### src/csfr_pkg.sv
// csfr_pkg: shared types, constants and the byte-wide crc update
// for the crc16 status frame receiver; no dependencies
package csfr_pkg;

  localparam int unsigned PAYLOAD_BYTES = 24;
  localparam int unsigned CNT_W         = 8;

  localparam logic [7:0]       LEN_BYTE   = 8'(PAYLOAD_BYTES);
  localparam logic [CNT_W-1:0] LAST_IDX   = CNT_W'(PAYLOAD_BYTES - 1);
  localparam logic [CNT_W-1:0] CRC_HI_IDX = CNT_W'(PAYLOAD_BYTES - 2);

  localparam logic [7:0]  SYNC_BYTE   = 8'hfe;
  localparam logic [7:0]  CMD_RESET   = 8'h25;
  localparam logic [15:0] CRC_INIT    = 16'hffff;
  localparam logic [15:0] CRC_POLY    = 16'ha001;

  typedef enum logic [1:0] {
    ST_OK      = 2'd0,
    ST_BAD_CMD = 2'd1,
    ST_BAD_CRC = 2'd2,
    ST_BAD_LEN = 2'd3
  } status_e;

  typedef enum logic [1:0] {
    PH_SYNC1 = 2'd0,
    PH_SYNC2 = 2'd1,
    PH_LEN   = 2'd2,
    PH_DATA  = 2'd3
  } phase_e;

  typedef struct packed {
    logic [7:0] data_byte;
    logic       data_valid;
    logic       frame_last;
    status_e    frame_status;
  } result_t;

  // reflected crc-16, one byte, unrolled
  function automatic logic [15:0] crc_byte(logic [15:0] crc, logic [7:0] b);
    logic [15:0] c;
    c = crc ^ {8'h00, b};
    for (int k = 0; k < 8; k++) begin
      c = c[0] ? ((c >> 1) ^ CRC_POLY) : (c >> 1);
    end
    return c;
  endfunction

  localparam logic [15:0] CRC_AFTER_SYNC = crc_byte(crc_byte(CRC_INIT, SYNC_BYTE), SYNC_BYTE);

endpackage

### src/csfr_intf.sv
// csfr channel interfaces: received byte, result and config write
// depends on csfr_pkg
interface csfr_rx_if import csfr_pkg::*; ();
  logic       valid;
  logic       ready;
  logic [7:0] rx_byte;

  modport source (output valid, output rx_byte, input ready);
  modport sink (input valid, input rx_byte, output ready);
endinterface

interface csfr_res_if import csfr_pkg::*; ();
  logic       valid;
  logic       ready;
  logic [7:0] data_byte;
  logic       data_valid;
  logic       frame_last;
  status_e    frame_status;

  modport source (output valid, output data_byte, output data_valid,
                  output frame_last, output frame_status, input ready);
  modport sink (input valid, input data_byte, input data_valid,
                input frame_last, input frame_status, output ready);
endinterface

interface csfr_cfg_if import csfr_pkg::*; ();
  logic       valid;
  logic       ready;
  logic [7:0] expected_command;

  modport source (output valid, output expected_command, input ready);
  modport sink (input valid, input expected_command, output ready);
endinterface

### src/csfr_frame_fsm.sv
// csfr_frame_fsm: sync hunt, length check, payload pass-through, command and crc check
// depends on csfr_pkg
module csfr_frame_fsm import csfr_pkg::*; (
  input  logic       clk_i,
  input  logic       rst_ni,
  input  logic       step_i,
  input  logic [7:0] byte_i,
  input  logic [7:0] expected_command_i,
  output result_t    res_o,
  output logic       res_valid_o
);

  phase_e           phase_q, phase_d;
  logic [CNT_W-1:0] count_q, count_d;
  logic [15:0]      crc_q, crc_d;
  logic [7:0]       crc_hi_q, crc_hi_d;
  logic             cmd_ok_q, cmd_ok_d;
  logic             cmd_ok_now;
  logic             at_last;

  assign cmd_ok_now = (count_q == '0) ? (byte_i == expected_command_i) : cmd_ok_q;
  assign at_last    = (count_q >= LAST_IDX);

  always_comb begin
    phase_d  = phase_q;
    count_d  = count_q;
    crc_d    = crc_q;
    crc_hi_d = crc_hi_q;
    cmd_ok_d = cmd_ok_q;
    case (phase_q)
      PH_SYNC1: begin
        if (byte_i == SYNC_BYTE) phase_d = PH_SYNC2;
      end
      PH_SYNC2: begin
        if (byte_i == SYNC_BYTE) begin
          crc_d   = CRC_AFTER_SYNC;
          phase_d = PH_LEN;
        end else begin
          phase_d = PH_SYNC1;
        end
      end
      PH_LEN: begin
        if (byte_i == LEN_BYTE) begin
          crc_d    = crc_byte(crc_q, byte_i);
          count_d  = '0;
          cmd_ok_d = 1'b0;
          phase_d  = PH_DATA;
        end else begin
          phase_d = PH_SYNC1;
        end
      end
      PH_DATA: begin
        cmd_ok_d = cmd_ok_now;
        if (at_last) begin
          phase_d = PH_SYNC1;
          count_d = '0;
        end else begin
          if (count_q == CRC_HI_IDX) crc_hi_d = byte_i;
          else crc_d = crc_byte(crc_q, byte_i);
          count_d = count_q + CNT_W'(1);
        end
      end
      default: phase_d = PH_SYNC1;
    endcase
  end

  always_comb begin
    res_valid_o        = 1'b0;
    res_o.data_byte    = byte_i;
    res_o.data_valid   = 1'b1;
    res_o.frame_last   = 1'b0;
    res_o.frame_status = ST_OK;
    case (phase_q)
      PH_LEN: begin
        if (byte_i != LEN_BYTE) begin
          res_valid_o        = 1'b1;
          res_o.data_byte    = 8'h00;
          res_o.data_valid   = 1'b0;
          res_o.frame_last   = 1'b1;
          res_o.frame_status = ST_BAD_LEN;
        end
      end
      PH_DATA: begin
        res_valid_o = 1'b1;
        if (at_last) begin
          res_o.frame_last = 1'b1;
          if (!cmd_ok_now) res_o.frame_status = ST_BAD_CMD;
          else if ({crc_hi_q, byte_i} != crc_q) res_o.frame_status = ST_BAD_CRC;
          else res_o.frame_status = ST_OK;
        end
      end
      default: res_valid_o = 1'b0;
    endcase
  end

  always_ff @(posedge clk_i or negedge rst_ni) begin
    if (!rst_ni) begin
      phase_q  <= PH_SYNC1;
      count_q  <= '0;
      crc_q    <= CRC_INIT;
      crc_hi_q <= 8'h00;
      cmd_ok_q <= 1'b0;
    end else if (step_i) begin
      phase_q  <= phase_d;
      count_q  <= count_d;
      crc_q    <= crc_d;
      crc_hi_q <= crc_hi_d;
      cmd_ok_q <= cmd_ok_d;
    end
  end

endmodule

### src/crc16_status_frame_receiver_top.sv
// crc16_status_frame_receiver_top: input register, frame fsm, result register
// depends on csfr_pkg, csfr_intf, csfr_frame_fsm
//
// channel  dir  payload                                           transfer
// rx_i     in   rx_byte[7:0]                                      valid & ready
// res_o    out  data_byte[7:0] data_valid frame_last frame_status valid & ready
// cfg_i    in   expected_command[7:0]                             valid & ready
//
// one byte per cycle sustained while no held result stalls rx; a byte that
// gives a result passes the input register, then the result register.
// reset clears fsm state, the crc to 0xffff and expected_command to 0x25.
// a held result stalls rx only when the next byte would also give a result.
// cfg_i is always ready.
module crc16_status_frame_receiver_top import csfr_pkg::*; (
  input logic         clk_i,
  input logic         rst_ni,
  csfr_rx_if.sink     rx_i,
  csfr_res_if.source  res_o,
  csfr_cfg_if.sink    cfg_i
);

  logic       in_valid_q;
  logic [7:0] in_byte_q;
  logic [7:0] cmd_q;
  logic       out_valid_q;
  result_t    out_q;
  result_t    res;
  logic       res_valid;
  logic       out_free;
  logic       advance;

  assign out_free = !out_valid_q || res_o.ready;
  assign advance  = in_valid_q && (!res_valid || out_free);

  assign rx_i.ready  = !in_valid_q || advance;
  assign cfg_i.ready = 1'b1;

  csfr_frame_fsm u_fsm (
    .clk_i              (clk_i),
    .rst_ni             (rst_ni),
    .step_i             (advance),
    .byte_i             (in_byte_q),
    .expected_command_i (cmd_q),
    .res_o              (res),
    .res_valid_o        (res_valid)
  );

  always_ff @(posedge clk_i or negedge rst_ni) begin
    if (!rst_ni) begin
      cmd_q <= CMD_RESET;
    end else if (cfg_i.valid) begin
      cmd_q <= cfg_i.expected_command;
    end
  end

  always_ff @(posedge clk_i or negedge rst_ni) begin
    if (!rst_ni) begin
      in_valid_q <= 1'b0;
    end else if (rx_i.ready) begin
      in_valid_q <= rx_i.valid;
    end
  end

  always_ff @(posedge clk_i) begin
    if (rx_i.ready && rx_i.valid) in_byte_q <= rx_i.rx_byte;
  end

  always_ff @(posedge clk_i or negedge rst_ni) begin
    if (!rst_ni) begin
      out_valid_q <= 1'b0;
    end else if (advance && res_valid) begin
      out_valid_q <= 1'b1;
    end else if (res_o.ready) begin
      out_valid_q <= 1'b0;
    end
  end

  always_ff @(posedge clk_i) begin
    if (advance && res_valid) out_q <= res;
  end

  assign res_o.valid        = out_valid_q;
  assign res_o.data_byte    = out_q.data_byte;
  assign res_o.data_valid   = out_q.data_valid;
  assign res_o.frame_last   = out_q.frame_last;
  assign res_o.frame_status = out_q.frame_status;

endmodule

### src/flat_wrapper.sv
// flat-port wrapper written by rule: the top's interface ports become plain ports
module crc16_status_frame_receiver_top_flat import csfr_pkg::*;
  (clk_i, rst_ni, rx_i_valid, rx_i_rx_byte, rx_i_ready, res_o_valid, res_o_data_byte, res_o_data_valid, res_o_frame_last, res_o_frame_status, res_o_ready, cfg_i_valid, cfg_i_expected_command, cfg_i_ready);
  csfr_rx_if rx_i_i ();
  csfr_res_if res_o_i ();
  csfr_cfg_if cfg_i_i ();
  input logic clk_i;
  input logic rst_ni;
  input wire logic [$bits(rx_i_i.valid)-1:0] rx_i_valid;
  input wire logic [$bits(rx_i_i.rx_byte)-1:0] rx_i_rx_byte;
  output wire logic [$bits(rx_i_i.ready)-1:0] rx_i_ready;
  output wire logic [$bits(res_o_i.valid)-1:0] res_o_valid;
  output wire logic [$bits(res_o_i.data_byte)-1:0] res_o_data_byte;
  output wire logic [$bits(res_o_i.data_valid)-1:0] res_o_data_valid;
  output wire logic [$bits(res_o_i.frame_last)-1:0] res_o_frame_last;
  output wire logic [$bits(res_o_i.frame_status)-1:0] res_o_frame_status;
  input wire logic [$bits(res_o_i.ready)-1:0] res_o_ready;
  input wire logic [$bits(cfg_i_i.valid)-1:0] cfg_i_valid;
  input wire logic [$bits(cfg_i_i.expected_command)-1:0] cfg_i_expected_command;
  output wire logic [$bits(cfg_i_i.ready)-1:0] cfg_i_ready;
  assign rx_i_i.valid = rx_i_valid;
  assign rx_i_i.rx_byte = rx_i_rx_byte;
  assign rx_i_ready = rx_i_i.ready;
  assign res_o_valid = res_o_i.valid;
  assign res_o_data_byte = res_o_i.data_byte;
  assign res_o_data_valid = res_o_i.data_valid;
  assign res_o_frame_last = res_o_i.frame_last;
  assign res_o_frame_status = res_o_i.frame_status;
  assign res_o_i.ready = res_o_ready;
  assign cfg_i_i.valid = cfg_i_valid;
  assign cfg_i_i.expected_command = cfg_i_expected_command;
  assign cfg_i_ready = cfg_i_i.ready;
  crc16_status_frame_receiver_top u_core (.clk_i(clk_i), .rst_ni(rst_ni), .rx_i(rx_i_i), .res_o(res_o_i), .cfg_i(cfg_i_i));
endmodule
### config.mk
export PLATFORM = sky130hd
export DESIGN_NAME = crc16_status_frame_receiver_top_flat
export DESIGN_NICKNAME = d
export VERILOG_FILES = /design/src/csfr_pkg.sv /design/src/csfr_intf.sv /design/src/csfr_frame_fsm.sv /design/src/crc16_status_frame_receiver_top.sv /design/src/flat_wrapper.sv
export SDC_FILE = /design/constraint.sdc
export NUM_CORES = 1
export LEC_CHECK = 0
export ABC_AREA = 0
export BUFFER_PORTS_ARGS = -buffer_cell sky130_fd_sc_hd__buf_2
export CAP_MARGIN = 20
export CELL_PAD_IN_SITES_DETAIL_PLACEMENT = 1
export CELL_PAD_IN_SITES_GLOBAL_PLACEMENT = 1
export CORE_ASPECT_RATIO = 2
export CORE_MARGIN = 5
export CORE_UTILIZATION = 50
export DETAILED_ROUTE_END_ITERATION = 8
export PLACE_DENSITY_LB_ADDON = 0.1
export RECOVER_POWER = 25
export SYNTH_ARGS = -nofsm -noshare
export SYNTH_HDL_FRONTEND = slang
export SYNTH_SLANG_ARGS = --single-unit
export TNS_END_PERCENT = 1
### constraint.sdc
create_clock -name clk_i -period 6 [get_ports clk_i]
set_input_delay 0.6 -clock clk_i [delete_from_list [all_inputs] [get_ports clk_i]]
set_output_delay 0.6 -clock clk_i [all_outputs]
set_load 0.05 [all_outputs]
==> results of run 1 <==
==> per-layer routing <==
| metal | part of all wire [%] | up-vias | global-route usage (%) | wire [um] |
|---|---|---|---|---|
| li1 | - | 1068 | - | - |
| met1 | 35 | 1137 | 22.7 | 2840 |
| met2 | 57 | 49 | 39.2 | 4580 |
| met3 | 3.4 | 26 | 5.18 | 277 |
| met4 | 4.4 | 0 | 16.2 | 357 |
| met5 | 0 | - | 0 | 0 |
==> sequential cells by signal, summed over array words and instances (netlist names) <==
name                       cells
u_core.res_o.frame_last        1
u_core.in_valid_q              1
u_core.res_o.valid             1
u_core.res_o.data_valid        1
u_core.u_fsm.crc_q            16
u_core.in_byte_q               8
u_core.u_fsm.phase_q           2
u_core.u_fsm.crc_hi_q          8
u_core.res_o.frame_status      2
u_core.u_fsm.count_q           8
u_core.u_fsm.cmd_ok_q          1
u_core.cmd_q                   8
u_core.res_o.data_byte         8
==> cell families (layout without fill, tap and decap cells) <==
kind of cell | Yosys count | count (layout) | synth area share (%)
other cells | 1 | 1 | 0.116
compound gates | 53 | 53 | 10.9
simple gates | 77 | 77 | 12.7
mux | 17 | 17 | 6.05
fa+ha+maj | 6 | 6 | 2.33
flops | 65 | 65 | 54.3
buf+inv | 25 | 64 | 3.49
xor+xnor | 34 | 34 | 10.1
==> layout by cell type, fill, tap and decap left out, types with 7 or more instances in the layout <==
cell and instances:
nand3_1 9, edfxtp_1 20, xnor2_1 23, dfstp_2 19
o31ai_1 7, nor3_1 13, dfrtp_1 26, buf_2 32
a21o_1 7, mux2_2 16, nor2_1 7, clkbuf_16 9
and2_1 10, xor2_1 9, inv_1 13, nand2_1 16
o21ai_0 11
==> metrics by stage <==
stage | setup slack, ns | util [%] | cells | power [W]
floorplan | 3.32 | - | 278 | 0.000979
global placement | 3.03 | 54.5 | 386 | 0.00107
detailed placement | 2.97 | 54.5 | 386 | 0.00109
CTS | 2.90 | 59.2 | 402 | 0.00161
global route | 2.79 | 59.2 | 403 | 0.00168
finish | 2.91 | 59.2 | 403 | 0.00160
==> worst paths after layout <==
kind                                       startpoint                    end  slack (ns)  depth (start not counted)
worst min register to register  u_core.u_fsm.cmd_ok_q  u_core.u_fsm.cmd_ok_q        0.49                          2
worst max register to register    u_core.in_byte_q[1]  u_core.u_fsm.crc_q[6]        2.96                          5
min in group clk_i                    rx_i_rx_byte[4]    u_core.in_byte_q[4]        0.44                          1
worst min-delay path                           rst_ni        u_core.cmd_q[3]        0.12                          1
max in group asynchronous                      rst_ni  u_core.u_fsm.cmd_ok_q        3.47                          2
worst max-delay path              u_core.in_byte_q[1]             rx_i_ready        2.91                          4
==> where the power goes <==
| part | total (W) | leakage [nW] | internal [W] | switching (W) |
|---|---|---|---|---|
| Clock | 0.000518 | 0.144 | 0.000325 | 0.000193 |
| Combinational | 0.000448 | 0.715 | 0.000210 | 0.000238 |
| Sequential | 0.000632 | 0.730 | 0.000568 | 0.0000645 |
| Total | 0.00160 | 1.59 | 0.00110 | 0.000496 |
==> final cells by class <==
class / count / area (um^2)
clock inverters: 5 / 65.1
inverters: 13 / 48.8
fillers: 704 / 2570
well taps: 86 / 108
clock buffers: 11 / 233
repair buffers: 35 / 171
flip-flops and latches: 65 / 1750
multi-input cells: 188 / 1360
==> worst max-delay path, delay by kind of cell (launching register included) <==
| kind | cells | cell delay [ns] |
|---|---|---|
| flops | 1 | 0.50 |
| simple gates | 3 | 1.36 |
| buf+inv | 1 | 0.30 |
==> flow_summary.json, run 1 <==
{
  "die_height_um": 124,
  "cts_tree": "done",
  "tightest_slew_ns": 2.22,
  "cp.required_ns": 5.40,
  "fin_setup_tns_ns": 0,
  "hold-worst-slack_ns": 0.123,
  "synth_cell_types": 46,
  "period_needed_ns": 3.09,
  "dr.first_iter.drc_count": 98,
  "start_util_pct": 51.1,
  "netlist_instances": 278,
  "setup_viol": 0,
  "synth_top_area_share_pct": 20.2,
  "maxSlewHeadroom_pct": -48.3,
  "clock_path_buffers": 2,
  "max-vdd-ir-drop_mv": 0.259,
  "cts_buffers": 9,
  "synthesis.area_um2": 3220,
  "pin_count": 36,
  "cp_slowest_cell": "or4_1",
  "cts_setup_buffers": 0,
  "postSynthAreaPerCell_um2": 11.6,
  "finish.instance_area_um2": 3740,
  "synth_top_area_cell": "dfrtp_1",
  "route.detailed.drc": 0,
  "synthTopCellsByCount": "dfrtp_1 (26), xnor2_1 (23), edfxtp_1 (20), dfstp_2 (19)",
  "wl_per_cell_um": 20.0,
  "layout-drive-gt1-share_pct": 26.8,
  "status": "finished with violations",
  "rsz0062_at_grt": "false",
  "clock_latency_ns": 0.34,
  "fmax_mhz": 323,
  "synth_edf_count": 20,
  "rows": 41,
  "grt_usage_pct": 22.5,
  "maxCapViolCount": 1,
  "cp_cell_sequence": "or4_4 -> or4_1 -> nand4_1 -> buf_2",
  "grt_pass1_vias": 2554,
  "post-route-period-util_pct": 51.5,
  "root_buffer": "clkbuf_16",
  "synthFlopType": "dfrtp_1",
  "gp_congestion": 0.823,
  "worstPathArrival_ns": 2.49,
  "seq_area_frac_synth_pct": 54.3,
  "p_per_area_nw_per_um2": 428,
  "postCtsHoldBufs": 0,
  "drt-total-wl_um": 8050,
  "crit_path_end_kind": "output port",
  "place_hpwl_um": 6040,
  "placed_area_um2": 3440,
  "path_max_fanout": 6,
  "grt_max_degree": 46,
  "cts_resized": 0,
  "via_count": 2280,
  "grt_overflow": 0,
  "yosys_register_bits": 65,
  "final_nets": 339,
  "htree_levels": 3,
  "core-area_um2": 6310,
  "failed_checks": "capacitance limit, slew limit",
  "cp-start-kind": "flip-flop",
  "ys_warn_count": 0,
  "dr.pass1.iters": 4,
  "hold_path.class": "in -> async",
  "grt_pass1_wl_um": 13100,
  "synthTopCellsByArea": "dfrtp_1 (20%), edfxtp_1 (19%), dfstp_2 (15%)",
  "crit_type": "reg -> out",
  "port_buffers": 34,
  "synth_fp_nets": 305,
  "synth.most_common_cell": "dfrtp_1",
  "diodes": 0,
  "ant_nets": 0,
  "cts_num_sinks": 65,
  "die-area_um2": 8250,
  "timing.final.max_slew_violations": 41,
  "vias_per_cell": 5.66,
  "area_delta_synth_final_pct": 15.9,
  "clkTransAtPathRegs_ns": 0.06,
  "synthArstFlopShare_pct": 69.2,
  "leakagePower_nw": 1.59,
  "critPathMaxStageDelay_ns": 0.58,
  "fin_skew_ns": 0.00544,
  "finalHoldViolCount": 0,
  "antenna_found_initial": 0,
  "die_w_um": 66.8
}
Power figures use the tool's default switching activity.
==> inputs of run 2 (changes only) <==
- CORE_UTILIZATION: 50 -> 47
- clock period: 6 -> 2.9 ns (I/O delays scaled with it)
==> flow_summary.json, run 2 (synthesis gave the netlist of run 1 again) <==
{
  "cts_setup_buffers": 0,
  "tightest_slew_ns": 1.01,
  "largest_reg_flops": 16,
  "r2r-end": "u_core.u_fsm.crc_q[6]",
  "die_w_um": 68.6,
  "fmax_mhz": 371,
  "worstHoldPathCells": 1,
  "htree_levels": 3,
  "max-vdd-ir-drop_mv": 0.821,
  "pre_cts_ws_ns": 0.224,
  "finalHoldViolCount": 0,
  "timing.final.max_slew_violations": 0,
  "regToRegSetupSlack_ns": 0.20,
  "postCtsHoldBufs": 0,
  "diodes": 0,
  "cts_resized": 0,
  "port_buffers": 34,
  "post-route-period-util_pct": 93.0,
  "dr.pass1.iters": 4,
  "die_height_um": 127,
  "cts_tree": "done",
  "clock_path_buffers": 2,
  "rr_startpoint": "u_core.in_byte_q[7]",
  "setup_viol": 0,
  "root_buffer": "clkbuf_16",
  "r2r_cells": 5,
  "grt_usage_pct": 21.1,
  "top_usage_layer": "met2",
  "p_per_area_nw_per_um2": 851,
  "grt_overflow": 0,
  "path_max_fanout": 16,
  "final_nets": 352,
  "maxSlewHeadroom_pct": 33.0,
  "start_util_pct": 48.3,
  "antenna_found_initial": 0,
  "core-area_um2": 6670,
  "ant_nets": 0,
  "gp_congestion": 0.785,
  "grt_use_met1_pct": 20.4,
  "clkTransAtPathRegs_ns": 0.05,
  "cp.required_ns": 3.16,
  "crit_path_end_kind": "flip-flop",
  "rsz0062_at_grt": "false",
  "wl_per_cell_um": 19.5,
  "status": "finished, final reports clean",
  "fin_ws_ns": 0.202,
  "hold-worst-slack_ns": 0.126,
  "grt_pass1_wl_um": 12900,
  "fin_setup_tns_ns": 0,
  "die-area_um2": 8720,
  "via_count": 2293,
  "final_common_cell": "buf_2",
  "grt_pass1_vias": 2549,
  "fin_util_pct": 57.2,
  "drt-total-wl_um": 8140,
  "hold_start": "rx_i_rx_byte[0]",
  "maxCapViolCount": 0,
  "mostFrequentLayoutCells": "buf_2 (33), dfrtp_1 (26), xnor2_1 (23), edfxtp_1 (20)",
  "vias_per_cell": 5.49,
  "grtUsageMet3_pct": 6.59,
  "fin_skew_ns": 0.00708,
  "place_hpwl_um": 6140,
  "worstPathArrival_ns": 2.96,
  "cts_buffers": 9,
  "leakagePower_nw": 1.64,
  "area_delta_synth_final_pct": 18.4,
  "pin_count": 36,
  "dr.first_iter.drc_count": 82,
  "rows": 42,
  "grt_max_degree": 46,
  "gr-usage-met2_pct": 37.3,
  "period_needed_ns": 2.70,
  "cp-start-kind": "flip-flop",
  "hold_path.class": "in -> reg",
  "regMostFlops": "u_core.u_fsm.crc_q",
  "holdPathEnd": "u_core.in_byte_q[0]",
  "layout-drive-gt1-share_pct": 28.8,
  "cts_num_sinks": 65,
  "crit_type": "reg -> reg",
  "clock_latency_ns": 0.34,
  "route.detailed.drc": 0
}
run 2: changes by cell type in the layout (fill, tap and decap cells not counted), sizes merged:
cell	before	now
clkbuf	14	13
clkinv	3	2
bufinv	1	0
dlygate4sd3	0	1
clkinvlp	0	2
buf	32	45
run 2: final cells by class:
type	count	area, um^2
Clock buffer	11	243
Clock inverter	5	31.3
Fill cell	724	2860
Inverter	13	48.8
Multi-Input combinational cell	188	1360
Sequential cell	65	1750
Tap cell	88	110
Timing Repair Buffer	48	274
run 2: worst max-delay path by stage:
stage                        startpoint                    end  slack [ns]
floorplan           u_core.in_byte_q[7]    u_core.in_byte_q[0]        0.22
global placement    u_core.in_byte_q[7]  u_core.u_fsm.crc_q[6]        0.27
detailed placement  u_core.in_byte_q[7]  u_core.u_fsm.crc_q[6]        0.22
CTS                 u_core.in_byte_q[7]  u_core.u_fsm.crc_q[6]        0.21
global route        u_core.in_byte_q[7]  u_core.u_fsm.crc_q[6]        0.14
finish              u_core.in_byte_q[7]  u_core.u_fsm.crc_q[6]        0.20
run 2: report_power, final:
group | switching (W) | internal (W) | total, W
sequential | 0.000120 | 0.00117 | 0.00129
combinational | 0.000513 | 0.000457 | 0.000970
clock | 0.000388 | 0.000598 | 0.000986
run 2: metal layers:
layer | share of wire [%] | wire length, um | up-vias
li1 | - | - | 1088
met1 | 34 | 2790 | 1138
met2 | 58 | 4700 | 44
met3 | 3.3 | 270 | 23
met4 | 4.7 | 380 | 0
met5 | 0 | 0 | -
run 2: per-stage QoR:
step | power [W] | area [um^2] | std cells
floorplan | 0.00203 | 3220 | 278
global placement | 0.00226 | 3530 | 400
detailed placement | 0.00228 | 3530 | 400
CTS | 0.00329 | 3800 | 416
global route | 0.00342 | 3820 | 418
finish | 0.00325 | 3820 | 418
run 2: worst max-delay path, stage by stage (launching register included):
cell	delay [ns]
edfxtp_1	0.38
or4_4	0.58
or4_1	0.53
a211o_1	0.29
or2_1	0.46
mux2_4	0.39
==> inputs of run 3 (changes only) <==
- clock period: 2.9 -> 2.81 ns (I/O delays scaled with it)
==> flow_summary.json, run 3 (synthesis gave the netlist of run 1 again) <==
{
  "hold_path.class": "in -> reg",
  "dr.pass1.iters": 4,
  "die_w_um": 68.6,
  "maxSlewHeadroom_pct": 34.8,
  "regToRegSetupSlack_ns": 0.19,
  "cts_num_sinks": 65,
  "cts_buffers": 9,
  "cp_slowest_cell": "or4_4",
  "layout-drive-gt1-share_pct": 29.3,
  "place_hpwl_um": 6270,
  "grt_pass1_vias": 2538,
  "fmax_mhz": 374,
  "maxCapViolCount": 0,
  "final_common_cell": "buf_2",
  "clkTransAtPathRegs_ns": 0.05,
  "crit_path_end_kind": "output port",
  "period_needed_ns": 2.68,
  "finalHoldViolCount": 0,
  "worstPathArrival_ns": 2.39,
  "root_buffer": "clkbuf_16",
  "nFillCells": 749,
  "fin_skew_ns": 0.00585,
  "rr_startpoint": "u_core.in_byte_q[7]",
  "grt_max_degree": 46,
  "status": "finished, final reports clean",
  "vias_per_cell": 5.56,
  "rows": 42,
  "critPathMaxStageDelay_ns": 0.58,
  "mostFrequentLayoutCells": "buf_2 (33), dfrtp_1 (26), xnor2_1 (23), edfxtp_1 (20)",
  "p_per_area_nw_per_um2": 900,
  "timing.final.max_slew_violations": 0,
  "start_util_pct": 48.3,
  "pin_count": 36,
  "wl_per_cell_um": 19.9,
  "post-route-period-util_pct": 95.2,
  "largest_reg_flops": 16,
  "cts_resized": 0,
  "fin_setup_tns_ns": 0,
  "r2r_cells": 6,
  "leakagePower_nw": 1.66,
  "max-vdd-ir-drop_mv": 0.699,
  "diodes": 0,
  "route.detailed.drc": 0,
  "die-area_um2": 8720,
  "final_nets": 353,
  "cts_tree": "done",
  "rsz0062_at_grt": "false",
  "htree_levels": 3,
  "cp_cell_sequence": "or4_4 -> or4_1 -> nand4_1 -> buf_2",
  "grt_overflow": 0,
  "clock_path_buffers": 2,
  "holdPathEnd": "u_core.in_byte_q[3]",
  "cp.required_ns": 2.53,
  "setup_viol": 0,
  "antenna_found_initial": 0,
  "gp_congestion": 0.801,
  "dr.first_iter.drc_count": 106,
  "via_count": 2329,
  "cp-start-kind": "flip-flop",
  "tightest_slew_ns": 0.979,
  "regMostFlops": "u_core.u_fsm.crc_q",
  "clock_latency_ns": 0.34,
  "die_height_um": 127,
  "hold-worst-slack_ns": 0.120,
  "ant_nets": 0,
  "area_delta_synth_final_pct": 19.1,
  "path_max_fanout": 4,
  "worstHoldPathCells": 1,
  "r2r-end": "u_core.u_fsm.crc_q[1]",
  "grt_usage_pct": 21.4,
  "crit_type": "reg -> out",
  "drt-total-wl_um": 8350,
  "grt_pass1_wl_um": 13300,
  "core-area_um2": 6670,
  "port_buffers": 34,
  "hold_start": "rx_i_rx_byte[3]"
}
run 3: cell types whose count changed in the layout (fill, tap and decap cells not counted), sizes merged:
cell,delta
clkinvlp,-1
buf,+1
clkinv,+1
inv,-1
bufinv,+1
run 3: power breakdown:
part           internal [W]  total, W  switching (W)
clock network      0.000685   0.00109       0.000402
logic              0.000476   0.00103       0.000554
registers           0.00121   0.00134       0.000131
total               0.00237   0.00346        0.00109
run 3: what timing repair did:
action	4_1_cts	5_1_grt
buffers inserted	0	0
hold endpoints to repair	0	4
hold buffers	0	1
run 3: worst max-delay path by stage:
| stage | from | end | slack (ns) | cells past startpoint |
|---|---|---|---|---|
| after floorplan | u_core.in_byte_q[7] | u_core.in_byte_q[0] | 0.13 | 4 |
| after detailed placement | u_core.in_byte_q[7] | u_core.u_fsm.crc_q[1] | 0.20 | 6 |
| final | u_core.in_byte_q[7] | rx_i_ready | 0.13 | 4 |
| after global routing | u_core.in_byte_q[7] | rx_i_ready | 0.02 | 4 |
| after CTS | u_core.in_byte_q[7] | rx_i_ready | 0.1 | 4 |
| after global placement | u_core.in_byte_q[7] | u_core.u_fsm.crc_q[2] | 0.26 | 6 |
run 3: area by class of cell:
cell class                      instances  area, um^2  area share (%)
Clock buffer                           11         233            6.06
Clock inverter                          5        56.3            1.47
Inverter                               13        48.8            1.27
Sequential cell                        65        1750            45.6
Tap cell                               88         110            2.87
Timing Repair Buffer                   49         282            7.33
Multi-Input combinational cell        188        1360            35.4
run 3: metal layers:
| layer | up-vias | wire, um | share of wire, % | GRT usage (%) |
|---|---|---|---|---|
| met1 | 1184 | 3010 | 36 | 22.1 |
| met3 | 18 | 199 | 2.4 | 3.43 |
| li1 | 1094 | - | - | - |
| met2 | 33 | 4850 | 58 | 39.3 |
| met4 | 0 | 284 | 3.4 | 10.6 |
| met5 | - | 0 | 0 | 0 |
run 3: stage by stage:
| step | instances | setup WS, ns | power (W) | instance area, um^2 | utilization, % |
|---|---|---|---|---|---|
| detailed placement | 401 | 0.201 | 0.00239 | 3540 | 53.0 |
| finish | 419 | 0.135 | 0.00346 | 3840 | 57.6 |
| CTS | 417 | 0.0990 | 0.00349 | 3830 | 57.3 |
| global placement | 401 | 0.263 | 0.00234 | 3540 | 53.0 |
| floorplan | 278 | 0.133 | 0.00209 | 3220 | - |
| global route | 419 | 0.0193 | 0.00362 | 3840 | 57.6 |
run 3: worst max-delay path, delay by kind of cell, from the launching register on:
kind | cells | cell delay (ns)
buf+inv | 1 | 0.31
flops | 1 | 0.39
simple gates | 3 | 1.36
